--- config.mk ---
export PLATFORM = sky130hd
export DESIGN_NAME = powerline_half_bit_frame_receiver_flat
export DESIGN_NICKNAME = d
export VERILOG_FILES = /design/src/sv/plr_pkg.sv /design/src/sv/plr_if.sv /design/src/sv/plr_core.sv /design/src/sv/powerline_half_bit_frame_receiver.sv /design/src/flat_wrapper.sv
export VERILOG_INCLUDE_DIRS = /design/src /design/src/sv
export SDC_FILE = /design/constraint.sdc
export NUM_CORES = 1
export LEC_CHECK = 0
export BUFFER_PORTS_ARGS = -buffer_cell sky130_fd_sc_hd__buf_4
export CORE_ASPECT_RATIO = 1.4
export CORE_MARGIN = 2
export CORE_UTILIZATION = 45
export CTS_BUF_LIST = sky130_fd_sc_hd__clkbuf_4
export DETAILED_ROUTE_END_ITERATION = 6
export PLACE_DENSITY = 0.76
export SYNTH_ARGS = -nofsm -noshare
export SYNTH_HDL_FRONTEND = slang
export SYNTH_HIERARCHICAL = 1
export SYNTH_SLANG_ARGS = --single-unit
--- constraint.sdc ---
create_clock -name clk -period 4.49 [get_ports clk]
set_input_delay 1.1225 -clock clk [delete_from_list [all_inputs] [get_ports clk]]
set_output_delay 1.1225 -clock clk [all_outputs]
set_load 0.02 [all_outputs]
--- src/sv/powerline_half_bit_frame_receiver_assert.svh ---
// ----------------------------------------------------------------------------
// powerline half-bit frame receiver assertion macros
// shared property forms used by the receiver's checks
// ----------------------------------------------------------------------------
`ifndef POWERLINE_HALF_BIT_FRAME_RECEIVER_ASSERT_SVH
`define POWERLINE_HALF_BIT_FRAME_RECEIVER_ASSERT_SVH

// same-cycle implication, masked during reset
`define PLR_ASSERT_NOW(label, clk, rst, ante, cons, msg) \
  label: assert property (@(posedge clk) disable iff (rst) (ante) |-> (cons)) \
    else $error(msg);

// next-cycle implication, masked during reset
`define PLR_ASSERT_NEXT(label, clk, rst, ante, cons, msg) \
  label: assert property (@(posedge clk) disable iff (rst) (ante) |=> (cons)) \
    else $error(msg);

`endif

--- src/sv/plr_pkg.sv ---
// ----------------------------------------------------------------------------
// plr_pkg
// types, phase codes, error codes and defaults for the half-bit receiver
// ----------------------------------------------------------------------------
package plr_pkg;

  // default message length in data bits
  localparam int unsigned MessageBitsDefault = 9;
  // width of the reported message field
  localparam int unsigned MsgOutWidth = 9;
  // quiet threshold after reset
  localparam logic [15:0] QuietThresholdReset = 16'd10;

  // receiver phase codes
  localparam logic [2:0] PH_IDLE     = 3'd0;
  localparam logic [2:0] PH_START    = 3'd1;
  localparam logic [2:0] PH_DATA     = 3'd2;
  localparam logic [2:0] PH_PAUSE    = 3'd3;
  localparam logic [2:0] PH_ERROR    = 3'd4;
  localparam logic [2:0] PH_SUPPRESS = 3'd5;

  // error codes
  localparam logic [1:0] ERR_NONE   = 2'd0;
  localparam logic [1:0] ERR_LEADIN = 2'd1;
  localparam logic [1:0] ERR_DATA   = 2'd2;
  localparam logic [1:0] ERR_PAUSE  = 2'd3;

  // lead-in and lead-out lengths
  localparam logic [7:0] StartOnes     = 8'd3;
  localparam logic [7:0] PauseZeros    = 8'd5;
  localparam logic [7:0] SuppressZeros = 8'd6;

  // configuration register addresses
  localparam logic [1:0] ADDR_QUIET_THRESHOLD = 2'd0;

  // receiver control state apart from the message shifter
  typedef struct packed {
    logic [2:0]  phase;
    logic [7:0]  half_bit_count;
    logic        ready_flag;
    logic [1:0]  error_code;
    logic [15:0] silent_count;
  } rx_state_t;

  // one result item
  typedef struct packed {
    logic [MsgOutWidth-1:0] message;
    logic                   message_ready;
    logic                   ready_to_receive;
    logic                   quiet;
    logic [1:0]             last_error;
  } rx_result_t;

endpackage

--- src/sv/plr_if.sv ---
// ----------------------------------------------------------------------------
// plr item channels
// valid/ready channels for half-bit items and result items
// ----------------------------------------------------------------------------

// half-bit sample or take item
interface plr_sample_if;
  logic valid;
  logic ready;
  logic action;
  logic half_bit;

  modport source (output valid, output action, output half_bit, input ready);
  modport sink (input valid, input action, input half_bit, output ready);
endinterface

// receiver result item
interface plr_result_if;
  logic       valid;
  logic       ready;
  logic [8:0] message;
  logic       message_ready;
  logic       ready_to_receive;
  logic       quiet;
  logic [1:0] last_error;

  modport source (
    output valid, output message, output message_ready,
    output ready_to_receive, output quiet, output last_error, input ready
  );
  modport sink (
    input valid, input message, input message_ready,
    input ready_to_receive, input quiet, input last_error, output ready
  );
endinterface

--- src/sv/plr_core.sv ---
// ----------------------------------------------------------------------------
// plr_core
// next-state and result logic for one half-bit or take item
// ----------------------------------------------------------------------------
module plr_core
  import plr_pkg::*;
#(
  parameter int unsigned MESSAGE_BITS = MessageBitsDefault
) (
  input  rx_state_t               st,
  input  logic [MESSAGE_BITS-1:0] msg,
  input  logic                    action,
  input  logic                    half_bit,
  input  logic [15:0]             quiet_threshold,
  output rx_state_t               st_next,
  output logic [MESSAGE_BITS-1:0] msg_next,
  output rx_result_t              result
);

  localparam logic [7:0] DataHalfBits = 8'(2 * MESSAGE_BITS);

  logic [7:0]  hbc_inc;
  logic [7:0]  sup_count;
  logic [2:0]  ph;
  logic        idle;
  logic [MsgOutWidth-1:0] msg_out;

  // saturating half-bit count, unused phase codes fold to idle
  assign hbc_inc = (st.half_bit_count != 8'hFF) ? st.half_bit_count + 8'd1
                                                  : st.half_bit_count;
  assign ph = (st.phase > PH_SUPPRESS) ? PH_IDLE : st.phase;

  // suppression count: restarts on entry from the error phase
  assign sup_count = (ph == PH_ERROR) ? 8'd0 : hbc_inc;

  // phase machine
  always_comb begin
    st_next  = st;
    msg_next = msg;
    if (action) begin
      // take: report and clear the flag, nothing else moves
      st_next.ready_flag = 1'b0;
    end else begin
      if (half_bit) begin
        st_next.silent_count = 16'd0;
      end else if (st.silent_count != 16'hFFFF) begin
        st_next.silent_count = st.silent_count + 16'd1;
      end
      st_next.half_bit_count = hbc_inc;
      st_next.phase = ph;
      unique case (ph)
        PH_IDLE: begin
          st_next.half_bit_count = 8'd0;
          if (half_bit) begin
            st_next.phase      = PH_START;
            st_next.error_code = ERR_NONE;
          end
        end
        PH_START: begin
          if (!half_bit) begin
            if (hbc_inc == StartOnes) begin
              st_next.phase          = PH_DATA;
              st_next.half_bit_count = 8'd0;
              st_next.ready_flag     = 1'b0;
              msg_next               = '0;
            end else begin
              st_next.phase      = PH_ERROR;
              st_next.error_code = ERR_LEADIN;
            end
          end
        end
        PH_DATA: begin
          if (!hbc_inc[0] && (msg[0] == half_bit)) begin
            // second half equal to first: not a valid pair
            st_next.phase      = PH_ERROR;
            st_next.error_code = ERR_DATA;
          end else begin
            if (hbc_inc[0]) begin
              msg_next = MESSAGE_BITS'({msg, half_bit});
            end
            if (hbc_inc == DataHalfBits) begin
              st_next.phase          = PH_PAUSE;
              st_next.half_bit_count = 8'd0;
            end
          end
        end
        PH_PAUSE: begin
          if (half_bit) begin
            st_next.phase      = PH_ERROR;
            st_next.error_code = ERR_PAUSE;
          end else if (hbc_inc >= PauseZeros) begin
            st_next.phase      = PH_IDLE;
            st_next.ready_flag = 1'b1;
          end
        end
        PH_ERROR, PH_SUPPRESS: begin
          st_next.phase          = PH_SUPPRESS;
          st_next.half_bit_count = sup_count;
          if (half_bit) begin
            st_next.half_bit_count = 8'd0;
          end else if (sup_count == SuppressZeros) begin
            st_next.phase = PH_IDLE;
          end
        end
        default: begin
          st_next.phase = PH_IDLE;
        end
      endcase
    end
  end

  // message field, cut or zero-extended to the reported width
  for (genvar i = 0; i < MsgOutWidth; i++) begin : g_msg_out
    if (i < MESSAGE_BITS) begin : g_bit
      assign msg_out[i] = msg_next[i];
    end else begin : g_zero
      assign msg_out[i] = 1'b0;
    end
  end

  // result item
  assign idle = (st_next.phase == PH_IDLE) || (st_next.phase > PH_SUPPRESS);
  assign result.message          = msg_out;
  assign result.message_ready    = action ? st.ready_flag : st_next.ready_flag;
  assign result.ready_to_receive = idle;
  assign result.quiet            = idle && (st_next.silent_count > quiet_threshold);
  assign result.last_error       = st_next.error_code;

endmodule

--- src/sv/powerline_half_bit_frame_receiver.sv ---
// ----------------------------------------------------------------------------
// powerline_half_bit_frame_receiver
// frame receiver fed one half-bit per mains zero crossing
// ----------------------------------------------------------------------------
//  channel   | role       | handshake      | carries
//  samples   | item in    | valid / ready  | action, half_bit
//  results   | item out   | valid / ready  | message, flags, last_error
//  apb       | config     | psel / penable | quiet_threshold at address 0
//
//  one item per cycle sustained while results are taken; an item passes the
//  input register, then the state and result update into the result register
//  reset clears phase, counters, message, flag, error and threshold (to 10)
//  a stalled result holds; the input register still takes one more item
// ----------------------------------------------------------------------------
`include "powerline_half_bit_frame_receiver_assert.svh"

module powerline_half_bit_frame_receiver
  import plr_pkg::*;
#(
  parameter int unsigned MESSAGE_BITS = MessageBitsDefault
) (
  input  logic                clk,
  input  logic                rst,
  plr_sample_if.sink          samples,
  plr_result_if.source        results,
  input  logic                psel,
  input  logic                penable,
  input  logic                pwrite,
  input  logic [1:0]          paddr,
  input  logic [31:0]         pwdata,
  output logic [31:0]         prdata,
  output logic                pready
);

  logic [15:0]             quiet_threshold;
  rx_state_t               st;
  rx_state_t               st_next;
  logic [MESSAGE_BITS-1:0] msg;
  logic [MESSAGE_BITS-1:0] msg_next;
  rx_result_t              res_next;
  rx_result_t              res;
  logic                    res_valid;
  logic                    in_valid;
  logic                    in_action;
  logic                    in_half_bit;
  logic                    advance;
  logic                    cfg_write;

  // configuration port
  assign pready    = 1'b1;
  assign cfg_write = psel && penable && pwrite && (paddr == ADDR_QUIET_THRESHOLD);
  assign prdata    = (paddr == ADDR_QUIET_THRESHOLD) ? {16'd0, quiet_threshold} : 32'd0;

  always_ff @(posedge clk) begin
    if (rst) begin
      quiet_threshold <= QuietThresholdReset;
    end else if (cfg_write) begin
      quiet_threshold <= pwdata[15:0];
    end
  end

  // handshake: input register drains into the result register
  assign advance       = in_valid && (!res_valid || results.ready);
  assign samples.ready = !in_valid || advance;

  always_ff @(posedge clk) begin
    if (rst) begin
      in_valid <= 1'b0;
    end else if (samples.ready) begin
      in_valid <= samples.valid;
    end
  end

  always_ff @(posedge clk) begin
    if (samples.ready && samples.valid) begin
      in_action   <= samples.action;
      in_half_bit <= samples.half_bit;
    end
  end

  // state update
  plr_core #(
    .MESSAGE_BITS(MESSAGE_BITS)
  ) u_core (
    .st              (st),
    .msg             (msg),
    .action          (in_action),
    .half_bit        (in_half_bit),
    .quiet_threshold (quiet_threshold),
    .st_next         (st_next),
    .msg_next        (msg_next),
    .result          (res_next)
  );

  always_ff @(posedge clk) begin
    if (rst) begin
      st.phase          <= PH_IDLE;
      st.half_bit_count <= 8'd0;
      st.ready_flag     <= 1'b0;
      st.error_code     <= ERR_NONE;
      st.silent_count   <= 16'd0;
      msg               <= '0;
    end else if (advance) begin
      st  <= st_next;
      msg <= msg_next;
    end
  end

  // result register
  always_ff @(posedge clk) begin
    if (rst) begin
      res_valid <= 1'b0;
    end else if (advance) begin
      res_valid <= 1'b1;
    end else if (results.ready) begin
      res_valid <= 1'b0;
    end
  end

  always_ff @(posedge clk) begin
    if (advance) begin
      res <= res_next;
    end
  end

  assign results.valid            = res_valid;
  assign results.message          = res.message;
  assign results.message_ready    = res.message_ready;
  assign results.ready_to_receive = res.ready_to_receive;
  assign results.quiet            = res.quiet;
  assign results.last_error       = res.last_error;

  // checks
  `PLR_ASSERT_NOW(a_data_count_in_range, clk, rst, st.phase == PH_DATA,
    st.half_bit_count < 8'(2 * MESSAGE_BITS), "data half-bit count past message end")
  `PLR_ASSERT_NOW(a_suppress_has_error, clk, rst, st.phase == PH_SUPPRESS,
    st.error_code != ERR_NONE, "suppression without an error code")
  `PLR_ASSERT_NEXT(a_stall_holds_state, clk, rst, in_valid && res_valid && !results.ready,
    $stable(st) && $stable(msg), "state moved while result stalled")

endmodule
--- src/flat_wrapper.sv ---
// flat-port wrapper written by rule: the top's interface ports become plain ports
module powerline_half_bit_frame_receiver_flat import plr_pkg::*;
#(
  parameter int unsigned MESSAGE_BITS = MessageBitsDefault
)
  (clk, rst, psel, penable, pwrite, paddr, pwdata, prdata, pready, samples_valid, samples_action, samples_half_bit, samples_ready, results_valid, results_message, results_message_ready, results_ready_to_receive, results_quiet, results_last_error, results_ready);
  plr_sample_if samples_i ();
  plr_result_if results_i ();
  input  logic clk;
  input  logic rst;
  input  logic psel;
  input  logic penable;
  input  logic pwrite;
  input  logic [1:0] paddr;
  input  logic [31:0] pwdata;
  output logic [31:0] prdata;
  output logic pready;
  input wire logic [$bits(samples_i.valid)-1:0] samples_valid;
  input wire logic [$bits(samples_i.action)-1:0] samples_action;
  input wire logic [$bits(samples_i.half_bit)-1:0] samples_half_bit;
  output wire logic [$bits(samples_i.ready)-1:0] samples_ready;
  output wire logic [$bits(results_i.valid)-1:0] results_valid;
  output wire logic [$bits(results_i.message)-1:0] results_message;
  output wire logic [$bits(results_i.message_ready)-1:0] results_message_ready;
  output wire logic [$bits(results_i.ready_to_receive)-1:0] results_ready_to_receive;
  output wire logic [$bits(results_i.quiet)-1:0] results_quiet;
  output wire logic [$bits(results_i.last_error)-1:0] results_last_error;
  input wire logic [$bits(results_i.ready)-1:0] results_ready;
  assign samples_i.valid = samples_valid;
  assign samples_i.action = samples_action;
  assign samples_i.half_bit = samples_half_bit;
  assign samples_ready = samples_i.ready;
  assign results_valid = results_i.valid;
  assign results_message = results_i.message;
  assign results_message_ready = results_i.message_ready;
  assign results_ready_to_receive = results_i.ready_to_receive;
  assign results_quiet = results_i.quiet;
  assign results_last_error = results_i.last_error;
  assign results_i.ready = results_ready;
  powerline_half_bit_frame_receiver #(.MESSAGE_BITS(MESSAGE_BITS)) u_core (.clk(clk), .rst(rst), .samples(samples_i), .results(results_i), .psel(psel), .penable(penable), .pwrite(pwrite), .paddr(paddr), .pwdata(pwdata), .prdata(prdata), .pready(pready));
endmodule
* Yosys cells after proc, flatten, opt, wreduce, memory -nomap -nowiden *
Index checks and enable logic that the tools add are counted.

word-level totals
  register bits after elaboration = 73
  input bits = 43
  word-level logic and storage cells = 93

cells by class
  add/subtract/negate cells = 2
  magnitude comparators = 4
  equal/unequal tests = 11
  multiplexer cells = 40
  bitwise logic cells = 1
  reduce and logical (&&, ||, !) cells = 19

operators by type and width
  operator                                             number
  2-to-1 mux 9 bit                                     6
  2-to-1 mux 16 bit                                    3
  2-to-1 mux 8 bit                                     4
  one-hot mux 8 bit (4 select lines)                   1
  2-to-1 mux 3 bit                                     8
  2-to-1 mux 11 bit                                    2
  2-to-1 mux 18 bit                                    1
  one-hot mux 9 bit (2 select lines)                   1
  adder 16 x 1 -> 16 bit, second input constant        1
  > comparator 16 bit                                  1
  inequality test 16 bit, second input constant        1
  one-hot mux 3 bit (5 select lines)                   1
  2-to-1 mux 14 bit                                    1
  adder 8 x 1 -> 8 bit, second input constant          1
  == test 8 x 2 -> 1 bit, second input constant        1
  == test 8 x 3 -> 1 bit, second input constant        1
  == test 8 x 5 -> 1 bit, second input constant        1
  >= comparator 8 x 3 -> 1 bit, second input constant  1
  2-to-1 mux 2 bit                                     4
  inequality test 8 bit, second input constant         1
  one-hot mux 2 bit (4 select lines)                   1
  logical AND 1 bit                                    7
  == test 3 x 2 -> 1 bit, second input constant        2
  == test 3 bit, second input constant                 2
  13 further kinds                                     24

* Longest topological paths before layout *
Gate-level depths: netlist of run 1.

  depth in word-level cells = 12
  mapped depth = 14
  depth with buffers taken out = 14

* By module *
The synthesis of run 1 kept the hierarchy.

by module, submodules not included
  module                             instances  cells each  area each (um^2)
  powerline_half_bit_frame_receiver  1          312         2,999.1
  plr_core                           1          305         1,991.9

* Worst setup path before layout of run 1 *
No wires, ideal clock.

  path type = register to register
  from = reg, netlist name u_core/st[4]
  to = reg u_core.res (netlist bit u_core/results.quiet) (data pin)
  setup time = 0.255 ns
  data arrival time = 2.978 ns
  slack = 1.258 ns
  stages on the path, launching flop included = 15
  path buffers = 0
  period minus slack after synthesis = 3.232 ns
  cell sequence = dfxtp_1 -> and4_1 -> nand4_1 -> nor4_1 -> nor2_1 -> nand4_1 -> xor2_1 -> nor2_1 -> ha_1 -> a21o_1 -> a21o_1 -> a2111oi_0 -> o21ai_0 -> o221ai_1 -> o21ba_1

RTL lines
  what                  RTL line                                  source
  end signal, assigned  powerline_half_bit_frame_receiver.sv:122  res <= res_next;
  end, declared         powerline_half_bit_frame_receiver.sv:41   rx_result_t res;

==> results of run 1 <==
[power by group through the flow]
| stage | logic (mW) | clock network [mW] | registers [mW] |
|---|---|---|---|
| 6_report | 0.141 | 0.470 | 0.687 |
| 5_1_grt | 0.154 | 0.503 | 0.689 |
| 4_1_cts | 0.140 | 0.477 | 0.687 |
| 3_5_place_dp | 0.140 | 0 | 0.702 |
| 3_3_place_gp | 0.139 | 0 | 0.701 |
| 2_1_floorplan | 0.105 | 0 | 0.704 |
[cells in the final DEF, fill, tap and decap left out, drive strengths merged, types with 3 or more instances in the layout]
cell type / n
buf: 63
a21oi: 63
dfxtp: 57
nand3: 52
o21ai: 52
nor2: 42
nand2b: 34
inv: 25
and2: 22
nand2: 18
ha: 18
conb: 17
mux2i: 16
edfxtp: 16
nand4: 12
clkbuf: 10
nor3: 10
a31oi: 10
xor2: 8
a22o: 8
xnor2: 7
a211oi: 7
a21o: 6
nor4: 5
and3: 5
clkinv: 4
and4: 4
o211ai: 3
nor2b: 3
[metrics by stage]
stage | total power, mW | cells
after floorplan | 0.809 | 632
after global placement | 0.840 | 761
after detailed placement | 0.842 | 761
after CTS | 1.31 | 777
after global routing | 1.35 | 778
final | 1.30 | 778
[cells by family after synthesis]
kind of cell / Yosys count
mux: 18
simple gates: 212
compound gates: 178
other cells: 2
flops: 73
buf+inv: 100
fa+ha+maj: 19
xor+xnor: 15
[path summary, 6_finish.rpt]
kind,from,end,depth (start not counted)
worst max-delay path,u_core/st[4],u_core/results.quiet,14
worst min-delay path,u_core/quiet_threshold[4],u_core/quiet_threshold[4],2
worst max register to register,u_core/st[4],u_core/results.quiet,14
worst min register to register,u_core/quiet_threshold[4],u_core/quiet_threshold[4],2
[layer usage]
layer | GRT usage (%) | share of wire (%) | routed length, µm | vias up
met5 | 0 | 0 | 0 | -
met4 | 11.1 | 3.3 | 404 | 0
met3 | 3.04 | 4.3 | 534 | 31
met2 | 36.9 | 52 | 6390 | 153
met1 | 24.4 | 40 | 4990 | 2178
li1 | - | - | - | 2194
[worst min-delay path: cells and delay by family (launching register included)]
| family | cells | cell delay, ns |
|---|---|---|
| and+or+nand+nor | 1 | 0.06 |
| DFF | 1 | 0.34 |
| muxes | 1 | 0.05 |
[cell type report]
class                   instances  area (µm²)
diodes                          1        2.50
multi-input cells             459        2850
clock inverters                 6        82.6
repair buffers                 63         473
inverters                      25        93.8
fillers                      1053        5440
well taps                     141         176
flip-flops and latches         73        1620
clock buffers                  10        75.1
[registers in the layout, summed over array words and instances (netlist names), 2 cells and up]
| name | cells |
|---|---|
| u_core/quiet_threshold | 16 |
| u_core/results.last_error | 2 |
| u_core/st | 30 |
| u_core/msg | 9 |
| u_core/results.message | 9 |
==> impl_metrics.tcl, run 1 <==
set metrics [dict create \
    viasPerCell 5.86 \
    wl_per_cell_um 15.8 \
    path_cells "and4_1, nand4_1, nor4_1, nor2_1, nand4_1, xor2_1, nor2_1, ha_1, a21o_1, a21o_1, a2111oi_0, o21ai_0, o221ai_1, o21ba_1" \
    holdWs_ns 0.494 \
    finalSetupTns_ns 0 \
    synth_top_family_by_area "simple AND/OR/NAND/NOR gates" \
    clock-sinks 73 \
    slew_viol_final 0 \
    critPathKind "reg2reg" \
    worst_path_max_delay_cell "nor4_1" \
    synth-seq-cells 73 \
    async_flop_share_pct 0 \
    synth_area_mm2 0.00499 \
    fp.dieH_um 129 \
    rows 45 \
    critPathRequiredTime_ns 4.67 \
    dp_hpwl_mm 8.41 \
    synth-simple-area-share_pct 22.6 \
    drt-total-wl_mm 12.3 \
    num_vias 4556 \
    switchingPower_mw 0.341 \
    rrSetupSlack_ns 0.58 \
    synth_top_cell_by_area "dfxtp_1" \
    start_util_pct 46.2 \
    clk_latency_ns 0.44 \
    cp_num_buf_inv 0 \
    synthDistinctLibCells 71 \
    hold_class "reg2reg" \
    port_buffers 58 \
    leakagePower_nw 1.97 \
    die-area_mm2 0.0120 \
    gp_congestion 0.965 \
    cts_tree "built" \
    fin_worst_skew_ns 0.0159 \
    maxCapViolations 0 \
    h-tree-depth 3 \
    p_comb_share_pct 10.8 \
    cts.clk_slew.worst_paths_ns 0.12 \
    synth.top_cells.by_area "dfxtp_1, edfxtp_1, a21oi_1" \
    grt_max_degree 74 \
    gr-total-overflow 0 \
    irDropWorstVdd_mv 0.144 \
    post-route-min-period_ns 3.91 \
    rsz0062_at_grt "no" \
    dp_slack_ns 0.624 \
    hold_violations 0 \
    synth_xor_area_share_pct 2.63 \
    finalSetupViolCount 0 \
    fin_crit_sh_pct 87.0 \
    synthMuxAreaShare_pct 3.66 \
    worstPathArrival_ns 4.09 \
    drt_iter0_drc 328 \
    p_seq_share_pct 52.9 \
    ys_seq_area_share_pct 32.5 \
    yosysMostFrequentCell "a21oi_1" \
    end_kind "flip-flop" \
    internal_power_mw 0.957 \
    setup_slack_ns 0.583 \
    syn_area_per_cell_um2 8.09 \
    grt_pass1_vias 4270 \
    ant_nets 0 \
    first_pass_iters 5 \
    final_area_mm2 0.00537 \
    ios 92 \
    status "finished, final reports clean" \
    max_stage_delay_ns 0.46 \
    synth_ff_type "dfxtp_1" \
    synth_top_area_share_pct 22.9 \
    numCtsBuffers 9 \
    nNetsFinal 692 \
    clock.fmax_mhz 256 \
    yosysWarnings 6 \
    switching_share_pct 26.2 \
    fin_util_pct 49.7 \
    synthAdderAreaFrac_pct 4.71 \
    grt_pass1_wl_mm 20.3 \
    slew_headroom_pct 17.9 \
    p_per_area_mw_per_mm2 242 \
    core_mm2 0.0108 \
    clkPwrFrac_pct 36.2 \
    crit_family "simple AND/OR/NAND/NOR gates" \
    path_max_fanout 6 \
    worstMarginPinSlew_ns 1.23 \
    chipWidth_um 93.0 \
    synth_compound_area_share_pct 22.1 \
    synth_edf_count 16 \
    cts-root-buf "clkbuf_4" \
    drc_errors 0 \
    hold_buffers 0 \
    post_cts_buffers 0 \
    cts_buffer_depth 2 \
    synth_top_cells_by_count "a21oi_1, dfxtp_1, nand3_1" \
    cts-resized-gates 0 \
    syn_to_final_growth_pct 7.67 \
    place_area_mm2 0.00521 \
    antenna_found_initial 1 \
    syn_inst 617 \
    start_kind "flip-flop" \
    grtUsageTotal_pct 20.9 \
    drive_gt1_share_pct 14.3 \
]
(Power assumes the default switching activity.)
==> run 2, diff against run 1 <==
--- a/config.mk
+++ b/config.mk
@@ -10,7 +10,6 @@
 export CORE_ASPECT_RATIO = 1.4
 export CORE_MARGIN = 2
 export CORE_UTILIZATION = 45
-export CTS_BUF_LIST = sky130_fd_sc_hd__clkbuf_4
 export DETAILED_ROUTE_END_ITERATION = 6
 export PLACE_DENSITY = 0.76
 export SYNTH_ARGS = -nofsm -noshare
==> run 2 against run 1 <==
Compared with the run above: clock power up 64%; via count rose by 0.15%; critical path type unchanged; critical endpoint unchanged; count of clock-buffer cells in the layout increased by 1; worst hold slack got worse by 0.012 ns; worst setup slack got worse by 0.074 ns.
==> impl_metrics.tcl, run 2 (synthesis gave the netlist of run 1 again) <==
set metrics [dict create \
    rrSetupSlack_ns 0.51 \
    drt-total-wl_mm 12.3 \
    irDropWorstVdd_mv 0.172 \
    drc_errors 0 \
    p_per_area_mw_per_mm2 289 \
    core_mm2 0.0108 \
    drive_gt1_share_pct 14.3 \
    maxCapViolations 0 \
    hold-path-cell-count 2 \
    hold_violations 0 \
    final_cell_mix "buf_4, a21oi_1, dfxtp_1" \
    leakagePower_nw 2.05 \
    cts_buffer_depth 2 \
    port_buffers 58 \
    die-area_mm2 0.0120 \
    end_kind "flip-flop" \
    worstRegToRegCells 14 \
    h-tree-depth 3 \
    num_vias 4563 \
    finalSetupTns_ns 0 \
    rows 45 \
    drt_iter0_drc 410 \
    critPathKind "reg2reg" \
    grtUsageTotal_pct 21.1 \
    grt_pass1_wl_mm 20.4 \
    path_max_fanout 6 \
    chipWidth_um 93.0 \
    post_cts_buffers 0 \
    worstPathArrival_ns 4.06 \
    fin_crit_sh_pct 88.7 \
    reg2reg_from "u_core/st[4]" \
    crit_end "u_core/results.quiet" \
    cts-resized-gates 0 \
    clock.fmax_mhz 251 \
    clk_latency_ns 0.34 \
    hold_buffers 0 \
    worstMarginPinSlew_ns 1.24 \
    numCtsBuffers 9 \
    gr-total-overflow 0 \
    max_flop_register "u_core/st" \
    critPathRequiredTime_ns 4.57 \
    worst_r2r_endpoint "u_core/results.quiet" \
    slew_viol_final 0 \
    viasPerCell 5.87 \
    fp.dieH_um 129 \
    reg_top3 "u_core/st (30), u_core/quiet_threshold (16)" \
    gp_congestion 0.965 \
    antenna_cells 0 \
    syn_to_final_growth_pct 10.9 \
    hold_class "reg2reg" \
    antenna_found_initial 0 \
    final_common_cell "buf_4" \
    ios 92 \
    grt_pass1_vias 4272 \
    finalSetupViolCount 0 \
    dp_hpwl_mm 8.41 \
    grt_max_degree 74 \
    post-route-min-period_ns 3.98 \
    fin_worst_skew_ns 0.00623 \
    first_pass_iters 5 \
    cts-root-buf "clkbuf_16" \
    nNetsFinal 692 \
    start_util_pct 46.2 \
    place_area_mm2 0.00521 \
    cts.clk_slew.worst_paths_ns 0.06 \
    final_area_mm2 0.00554 \
    startpoint "u_core/st[4]" \
    wl_per_cell_um 15.8 \
    status "finished, final reports clean" \
    clock-sinks 73 \
    fin_util_pct 51.2 \
    ant_nets 0 \
    start_kind "flip-flop" \
    cts_tree "built" \
    slew_headroom_pct 16.8 \
    largest_reg_flops 30 \
    rsz0062_at_grt "no" \
]
run 2: changes by cell type in the layout (fill, tap and decap cells not counted), sizes merged:
| cell | change |
|---|---|
| clkbuf | +1 |
| diode | -1 |
| clkinv | -1 |
run 2: worst min-delay path by stage:
stage	start	to	slack [ns]
final	u_core/msg[8]	u_core/msg[8]	0.48
after global routing	u_core/quiet_threshold[4]	u_core/quiet_threshold[4]	0.51
after CTS	u_core/msg[8]	u_core/msg[8]	0.49
after detailed placement	u_core/msg[8]	u_core/msg[8]	0.48
after global placement	u_core/st[16]	u_core/st[16]	0.47
after floorplan	u_core/quiet_threshold[10]	u_core/quiet_threshold[10]	0.46
run 2: per-layer routing:
metal | share of wire, % | vias to the layer above | GRT usage, % | routed length [µm]
met4 | 3.2 | 0 | 10.9 | 396
met3 | 4.9 | 36 | 3.69 | 604
met2 | 52 | 172 | 36.9 | 6380
met1 | 40 | 2161 | 24.7 | 4900
met5 | 0 | - | 0 | 0
li1 | - | 2194 | - | -
run 2: power by group:
group          internal (mW)  switching (mW)  total [mW]
Clock                  0.501           0.270       0.771
Combinational         0.0480          0.0927       0.141
Sequential             0.680         0.00795       0.688
Total                   1.23           0.371        1.60
run 2: layout make-up:
type                    instances  area, µm²
clock buffers                  11        243
clock inverters                 5       78.8
fillers                      1026       5280
inverters                      25       93.8
multi-input cells             459       2850
flip-flops and latches         73       1620
well taps                     141        176
repair buffers                 63        473
run 2: through the flow:
stage	power [mW]	setup slack [ns]	std cells	hold WS [ns]
after floorplan	0.809	1.26	632	0.457
after global placement	0.840	0.730	761	0.468
after detailed placement	0.842	0.624	761	0.479
after CTS	1.62	0.626	777	0.486
after global routing	1.66	0.131	777	0.507
final	1.60	0.509	777	0.482
run 2: critical path: stages, from the launching register on:
cell and delay [ns]:
dfxtp_1 0.43, and4_1 0.26, nand4_1 0.27, nor4_1 0.47, nor2_1 0.21, nand4_1 0.16, xor2_1 0.16, nor2_1 0.08
ha_1 0.33, a21o_1 0.16, a21o_1 0.17, a2111oi_0 0.40, o21ai_0 0.24, o221ai_1 0.19, o21ba_1 0.20
